File: config.mk
export PLATFORM = sky130hd
export DESIGN_NAME = sorted_min_priority_queue_top
export DESIGN_NICKNAME = d
export VERILOG_FILES = /design/src/hdl/smpq_pkg.sv /design/src/hdl/smpq_cell.sv /design/src/hdl/sorted_min_priority_queue_top.sv
export SDC_FILE = /design/constraint.sdc
export NUM_CORES = 2
export LEC_CHECK = 0
export BUFFER_PORTS_ARGS = -buffer_cell sky130_fd_sc_hd__buf_2
export CORE_UTILIZATION = 40
export DETAILED_ROUTE_END_ITERATION = 7
export GPL_TIMING_DRIVEN = 0
export PLACE_DENSITY = 0.59
export SLEW_MARGIN = 5
export SYNTH_ARGS = -nofsm -noshare
export SYNTH_HDL_FRONTEND = slang
export SYNTH_SLANG_ARGS = --single-unit
export TNS_END_PERCENT = 100
File: constraint.sdc
create_clock -name clk -period 3.32 [get_ports clk]
set_input_delay 0.664 -clock clk [delete_from_list [all_inputs] [get_ports clk]]
set_output_delay 0.664 -clock clk [all_outputs]
set_load 0.01 [all_outputs]
File: src/hdl/smpq_pkg.sv
// ----------------------------------------------------------------------------
// smpq_pkg: shared types and constants of the sorted min-priority queue
// Capacity, key type, action and status codes, channel payloads and the
// control and link structs that run along the row of cells.
// ----------------------------------------------------------------------------
package smpq_pkg;

	localparam int CAPACITY = 16;
	localparam int KEY_W    = 32;
	localparam int CNT_W    = $clog2(CAPACITY + 1);

	typedef logic signed [KEY_W-1:0] key_t;
	typedef logic [CNT_W-1:0]        cnt_t;

	localparam logic [1:0] ACT_PUSH  = 2'd0;
	localparam logic [1:0] ACT_POP   = 2'd1;
	localparam logic [1:0] ACT_CLEAR = 2'd2;

	localparam logic [1:0] ST_OK    = 2'd0;
	localparam logic [1:0] ST_FULL  = 2'd1;
	localparam logic [1:0] ST_EMPTY = 2'd2;

	typedef struct packed {
		logic [1:0] action;
		key_t       key_in;
	} req_t;

	typedef struct packed {
		key_t       smallest_key;
		logic       is_empty;
		logic [4:0] entry_count;
		logic [1:0] status;
	} rsp_t;

	// Broadcast to every cell for one accepted step.
	typedef struct packed {
		logic push;
		logic pop;
		logic clear;
		key_t key;
	} cell_ctrl_t;

	// What one cell shows its neighbors.
	typedef struct packed {
		key_t key;
		logic valid;
		logic gt;
	} cell_link_t;

endpackage

File: src/hdl/smpq_cell.sv
// ----------------------------------------------------------------------------
// smpq_cell: one slot of the sorted queue
// Holds one key with its valid bit. On a push it keeps its key, takes the new
// key, or takes its left neighbor's key; on a pop it takes its right
// neighbor's key; on a clear it empties.
// ----------------------------------------------------------------------------
module smpq_cell
	import smpq_pkg::*;
(
	input  logic       clk,
	input  logic       arst_n,
	input  cell_ctrl_t ctrl,
	input  cell_link_t left,
	input  cell_link_t right,
	output cell_link_t link,
	output key_t       key_d,
	output logic       valid_d
);

	key_t key_q;
	logic valid_q;
	logic gt;

	// An empty slot counts as larger than any key. Equal keys stay ahead of
	// the new one.
	assign gt = !valid_q || (ctrl.key < key_q);

	assign link.key   = key_q;
	assign link.valid = valid_q;
	assign link.gt    = gt;

	always_comb begin
		key_d   = key_q;
		valid_d = valid_q;
		priority if (ctrl.clear) begin
			key_d   = '0;
			valid_d = 1'b0;
		end else if (ctrl.push) begin
			if (left.gt) begin
				key_d   = left.key;
				valid_d = left.valid;
			end else if (gt) begin
				key_d   = ctrl.key;
				valid_d = 1'b1;
			end
		end else if (ctrl.pop) begin
			key_d   = right.key;
			valid_d = right.valid;
		end
	end

	always_ff @(posedge clk or negedge arst_n) begin
		if (!arst_n) begin
			valid_q <= 1'b0;
		end else begin
			valid_q <= valid_d;
		end
	end

	always_ff @(posedge clk) begin
		key_q <= key_d;
	end

endmodule

File: src/hdl/sorted_min_priority_queue_top.sv
// ----------------------------------------------------------------------------
// sorted_min_priority_queue_top: bounded min-priority queue on a row of cells
// Keys are kept in ascending signed order across a row of CAPACITY cells.
// Each request pushes, pops or clears and yields one response.
// ----------------------------------------------------------------------------
// A response is held in the output register, or in the skid entry on a stall.
// Throughput: one request per cycle while the skid entry is free; all cells
// update at once, so the row of comparators, one per cell, sets the pace.
// A two-entry output buffer lets a request transfer while a response waits.
// Reset empties the queue and the output buffer at once; there is no sweep.
module sorted_min_priority_queue_top
	import smpq_pkg::*;
(
	input  logic clk,
	input  logic arst_n,
	input  logic req_valid,
	output logic req_stall,
	input  req_t req,
	output logic rsp_valid,
	input  logic rsp_stall,
	output rsp_t rsp
);

	// Request transfer and the step it asks for.
	logic       accept;
	logic       full;
	logic       empty;
	logic [1:0] status;
	cell_ctrl_t ctrl;

	// Row of cells and the links between them. Link CAPACITY is the empty
	// slot to the right of the last cell; the left edge is a fixed link.
	cell_link_t links [CAPACITY+1];
	cell_link_t left_edge;
	key_t       cell_key_d [CAPACITY];
	logic       cell_valid_d [CAPACITY];
	key_t       head_key_d;
	logic       head_valid_d;

	// Stored count and its next value.
	cnt_t cnt_q;
	cnt_t cnt_d;
	logic [CNT_W+4:0] cnt_ext;

	// Response computed for the step and the output buffer.
	rsp_t res;
	rsp_t out_q;
	rsp_t skid_q;
	logic out_valid_q;
	logic skid_valid_q;
	logic take_out;

	// A request is only held off while the skid entry is occupied.
	assign req_stall = skid_valid_q;
	assign accept    = req_valid && !skid_valid_q;

	assign full  = (cnt_q == cnt_t'(CAPACITY));
	assign empty = (cnt_q == '0);

	// Push on a full queue and pop on an empty one leave every cell alone.
	// Action code 3 is a no-op that still reports the state.
	always_comb begin
		ctrl.push  = 1'b0;
		ctrl.pop   = 1'b0;
		ctrl.clear = 1'b0;
		ctrl.key   = req.key_in;
		status     = ST_OK;
		cnt_d      = cnt_q;
		if (accept) begin
			unique case (req.action)
				ACT_PUSH: begin
					if (full) begin
						status = ST_FULL;
					end else begin
						ctrl.push = 1'b1;
						cnt_d     = cnt_q + cnt_t'(1);
					end
				end
				ACT_POP: begin
					if (empty) begin
						status = ST_EMPTY;
					end else begin
						ctrl.pop = 1'b1;
						cnt_d    = cnt_q - cnt_t'(1);
					end
				end
				ACT_CLEAR: begin
					ctrl.clear = 1'b1;
					cnt_d      = '0;
				end
				default: begin
				end
			endcase
		end
	end

	// The cell left of the head never shifts in: it is never "greater".
	assign left_edge.key   = '0;
	assign left_edge.valid = 1'b0;
	assign left_edge.gt    = 1'b0;

	assign links[CAPACITY].key   = '0;
	assign links[CAPACITY].valid = 1'b0;
	assign links[CAPACITY].gt    = 1'b1;

	for (genvar i = 0; i < CAPACITY; i++) begin : g_cell
		smpq_cell u_cell (
			.clk     (clk),
			.arst_n  (arst_n),
			.ctrl    (ctrl),
			.left    ((i == 0) ? left_edge : links[(i == 0) ? 0 : i-1]),
			.right   (links[i+1]),
			.link    (links[i]),
			.key_d   (cell_key_d[i]),
			.valid_d (cell_valid_d[i])
		);
	end

	assign head_key_d   = cell_key_d[0];
	assign head_valid_d = cell_valid_d[0];

	// The response reports the state after the step; the head cell's next
	// value is the smallest key.
	assign cnt_ext = {5'b0, cnt_d};

	always_comb begin
		res.smallest_key = head_valid_d ? head_key_d : '0;
		res.is_empty     = (cnt_d == '0);
		res.entry_count  = cnt_ext[4:0];
		res.status       = status;
	end

	always_ff @(posedge clk or negedge arst_n) begin
		if (!arst_n) begin
			cnt_q <= '0;
		end else begin
			cnt_q <= cnt_d;
		end
	end

	// Output buffer: the output register feeds the port, and the skid entry
	// catches a response whose request transferred while the port was stalled.
	assign take_out  = out_valid_q && !rsp_stall;
	assign rsp_valid = out_valid_q;
	assign rsp       = out_q;

	always_ff @(posedge clk or negedge arst_n) begin
		if (!arst_n) begin
			out_valid_q  <= 1'b0;
			skid_valid_q <= 1'b0;
		end else begin
			if (!out_valid_q || take_out) begin
				if (skid_valid_q) begin
					out_valid_q  <= 1'b1;
					skid_valid_q <= 1'b0;
				end else begin
					out_valid_q <= accept;
				end
			end else if (accept) begin
				skid_valid_q <= 1'b1;
			end
		end
	end

	always_ff @(posedge clk) begin
		if (!out_valid_q || take_out) begin
			if (skid_valid_q) begin
				out_q <= skid_q;
			end else if (accept) begin
				out_q <= res;
			end
		end else if (accept) begin
			skid_q <= res;
		end
	end

endmodule

==> results.yml <==
synthesis:
  syn_avg_cell_area_um2: 8.17
  synthArstFlopShare_pct: 3.74
  synthSimpleGateAreaFrac_pct: 14.0
  ys.flop_type: "dfxtp_1"
  synth_mux_area_share_pct: 7.84
  synthXorXnorAreaFrac_pct: 0
  syn-instance-count: 5425
  synth-edff-count: 80
  synth_compound_area_share_pct: 25.7
  synth-seq-area-share_pct: 29.9
  synth_area_leaders: "dfxtp_1, ha_1, mux2i_1, edfxtp_1, a21oi_1"
  synthAdderAreaFrac_pct: 14.1
  synth_seq_cells: 615
  synth_top_area_share_pct: 23.1
  synth_top_area_cell: "dfxtp_1"
  synthesis.area_um2: 44300
  syn-num-nets: 5961
  yosysUniqueCellTypes: 88
  synth_top_family_by_area: "compound AO/OA/AOI/OAI gates"
  yosysWarnings: 0
drt:
  drtIter0Drc: 5383
  wire_per_inst_um: 25.9
  dr.pass1.iters: 6
  ant_nets: 0
  num_vias: 45100
  vias_per_cell: 6.23
  drc: 0
  drt-total-wl_um: 187000
sta:
  worst_pin_slew_ns: 1.09
  max_freq_ghz: 0.284
  timing.final.ws_setup_ns: -0.201
  slew_viol_final: 0
  setup_viol: 182
  maxSlewHeadroom_pct: 27.2
  finalHoldViolCount: 0
  hold_ws_ns: 0.0568
  finalCritPeriodShare_pct: 106
  fin_worst_skew_ns: 0.0294
  fin_crit_ns: 3.52
  tns_ns: -14.74
  rsz0062_at_grt: "true"
pwr:
  power.leakage_nw: 23.3
  totalPowerFinal_mw: 38.5
  clkPwrFrac_pct: 22.1
  seqPwrFrac_pct: 32.4
  p_int_mw: 22.2
  swShare_pct: 42.2
  switching_power_mw: 16.2
  power.density_nw_per_um2: 700
  p_comb_share_pct: 45.5
  peakVddDrop_v: 0.000394
placement:
  numPortBuffers: 79
  routabilityCongestion: 0.989
  dp_hpwl_um: 144000
  dpl_cell_area_um2: 46700
  post-place-cells: 6983
floorplanning:
  start_util_pct: 40.5
  die_y_um: 335
  core_um2: 109000
  fp.dieW_um: 335
  dieArea_um2: 112000
  fp-row-count: 121
  ios: 80
final_layout:
  final_cell_mix: "nand2_1, inv_1, ha_1"
  syn_to_final_growth_pct: 24.0
  fin_area_um2: 54900
  layout.cells.non_filler: 7246
  mostFrequentLayoutCell: "nand2_1"
  nFillCells: 10600
  ff_latch_area_um2: 13400
  multi_input_area_um2: 30500
  fin_nets: 6249
  drive_above_1_share_pct: 21.1
clock_network:
  cts_hold_buffers: 0
  clock_latency_ns: 0.66
  clock_sinks: 615
  htreeDepth: 3
  path_clk_slew_ns: 0.06
  cts_tree: "built"
  clk_path_buf_depth: 3
  cts_root_buffer: "clkbuf_16"
  cts_buffers: 74
global_route:
  antenna_found_initial: 3
  grt_pass1_wl_um: 271000
  grt_usage_pct: 31.9
  grt_max_degree: 30
  gr-total-overflow: 0
  grt_pass1_vias: 41700
hold_path:
  hold_class: "in2async"
worst_setup_path:
  worstPathRequired_ns: 3.86
  path_max_fanout: 5
  end_kind: "register"
  crit_type: "reg2reg"
  arrival_ns: 4.06
  cp-start-kind: "register"
outcome:
  outcome: "complete, but fails checks"
  violations: "negative setup slack"
run:
  drv_cap: 0
## registers in the layout (all words and copies together) (netlist names)
signal / cells
g_cell.u_cell.key_q: 512
rsp: 40
skid_q: 40
g_cell.u_cell.valid_q: 16
cnt_q: 5
req_stall: 1
rsp_valid: 1
## logic make-up after synthesis
| family | after synthesis |
|---|---|
| flip-flops | 615 |
| multiplexers | 336 |
| buffers and inverters | 948 |
| AND/OR/NAND/NOR | 1404 |
| adder cells (fa/ha/maj) | 498 |
| AO/OA/AOI/OAI | 1624 |
## synthesized netlist by cell type (all sizes together), types with 34 or more instances
| cell type | instances |
|---|---|
| inv | 550 |
| nand2 | 539 |
| dfxtp | 512 |
| ha | 498 |
| nor2 | 439 |
| a21oi | 435 |
| clkbuf | 299 |
| mux2i | 260 |
| o21ai | 219 |
| a32o | 159 |
| nand4 | 130 |
| nor3 | 129 |
| o32ai | 128 |
| buf | 93 |
| a211oi | 88 |
| edfxtp | 80 |
| a31oi | 78 |
| mux2 | 76 |
| o31ai | 75 |
| nand3 | 65 |
| o221ai | 65 |
| o211ai | 49 |
| a21o | 43 |
| o41ai | 37 |
| o2bb2ai | 36 |
| a41oi | 34 |
| o22ai | 34 |
## metrics by stage
step           setup slack (ns)  utilization, %
2_1_floorplan          -0.00291               -
3_3_place_gp              -2.10            42.6
3_5_place_dp              -1.94            42.7
4_1_cts                  -0.119            47.3
5_1_grt                  -0.224            50.3
6_report                 -0.201            50.3
## per-layer routing
metal | wire length (um) | vias up | part of all wire [%] | track usage (%)
li1 | - | 20700 | - | -
met1 | 83100 | 22000 | 44 | 45.4
met2 | 76400 | 2090 | 41 | 46.5
met3 | 18200 | 378 | 9.7 | 5.97
met4 | 9770 | 0 | 5.2 | 13.7
met5 | 0 | - | 0 | 0
## worst paths after layout
kind                       cells past startpoint                                  endpoint  slack [ns]                                      from
min in group clk                               3                     rsp_valid$_DFFE_PN0N_        0.31                                 req_valid
max reg2reg                                   12    g_cell[9].u_cell.key_q[5]$_SDFFE_PP0P_       -0.20   g_cell[8].u_cell.key_q[11]$_SDFFE_PP0P_
min reg2reg                                    2  g_cell[11].u_cell.key_q[25]$_SDFFE_PP0P_        0.47  g_cell[11].u_cell.key_q[25]$_SDFFE_PP0P_
max in group asynchronous                      1     g_cell[12].u_cell.valid_q$_DFFE_PN0P_        2.80                                    arst_n
min                                            1        g_cell[0].u_cell.valid_q$_DFF_PN0_        0.06                                    arst_n
max                                           12    g_cell[9].u_cell.key_q[5]$_SDFFE_PP0P_       -0.20   g_cell[8].u_cell.key_q[11]$_SDFFE_PP0P_
## area by class of cell
class / count / share of cell area, %
buffer: 382 / 4.50
multi-input combinational: 3862 / 55.6
clock buffer: 113 / 4.18
timing repair buffer: 228 / 4.02
inverter: 550 / 3.79
clock inverter: 17 / 0.260
sequential: 615 / 24.3
antenna: 3 / 0.0137
tap: 1476 / 3.36
## power by group through the flow
stage	registers, mW	logic (mW)	clock network, mW
after floorplan	11.6	10.3	0
after global placement	12.4	13.8	0
after detailed placement	12.4	14.2	0
after CTS	12.3	15.4	8.53
after global routing	12.7	19.1	8.82
final	12.5	17.5	8.52
## worst max-delay path: stages, from the launching register on
cell,delay [ns]
dfxtp_2,0.36
inv_4,0.05
ha_4,0.27
nand3_4,0.07
or4_4,0.53
or4_4,0.44
o211ai_1,0.29
a21oi_2,0.19
mux2i_4,0.26
or3_4,0.41
buf_12,0.17
clkbuf_16,0.15
a32o_1,0.21
## timing repair
| action | in CTS | in global routing |
|---|---|---|
| pin swaps | 45 | 143 |
| resized for setup | 548 | 687 |
| buffers inserted | 69 | 62 |
| gates cloned | 6 | 13 |
| endpoints found under the hold margin | 0 | 0 |
| endpoints found under the setup margin | 597 | 577 |
No activity file was read; power rests on OpenSTA's default activity.
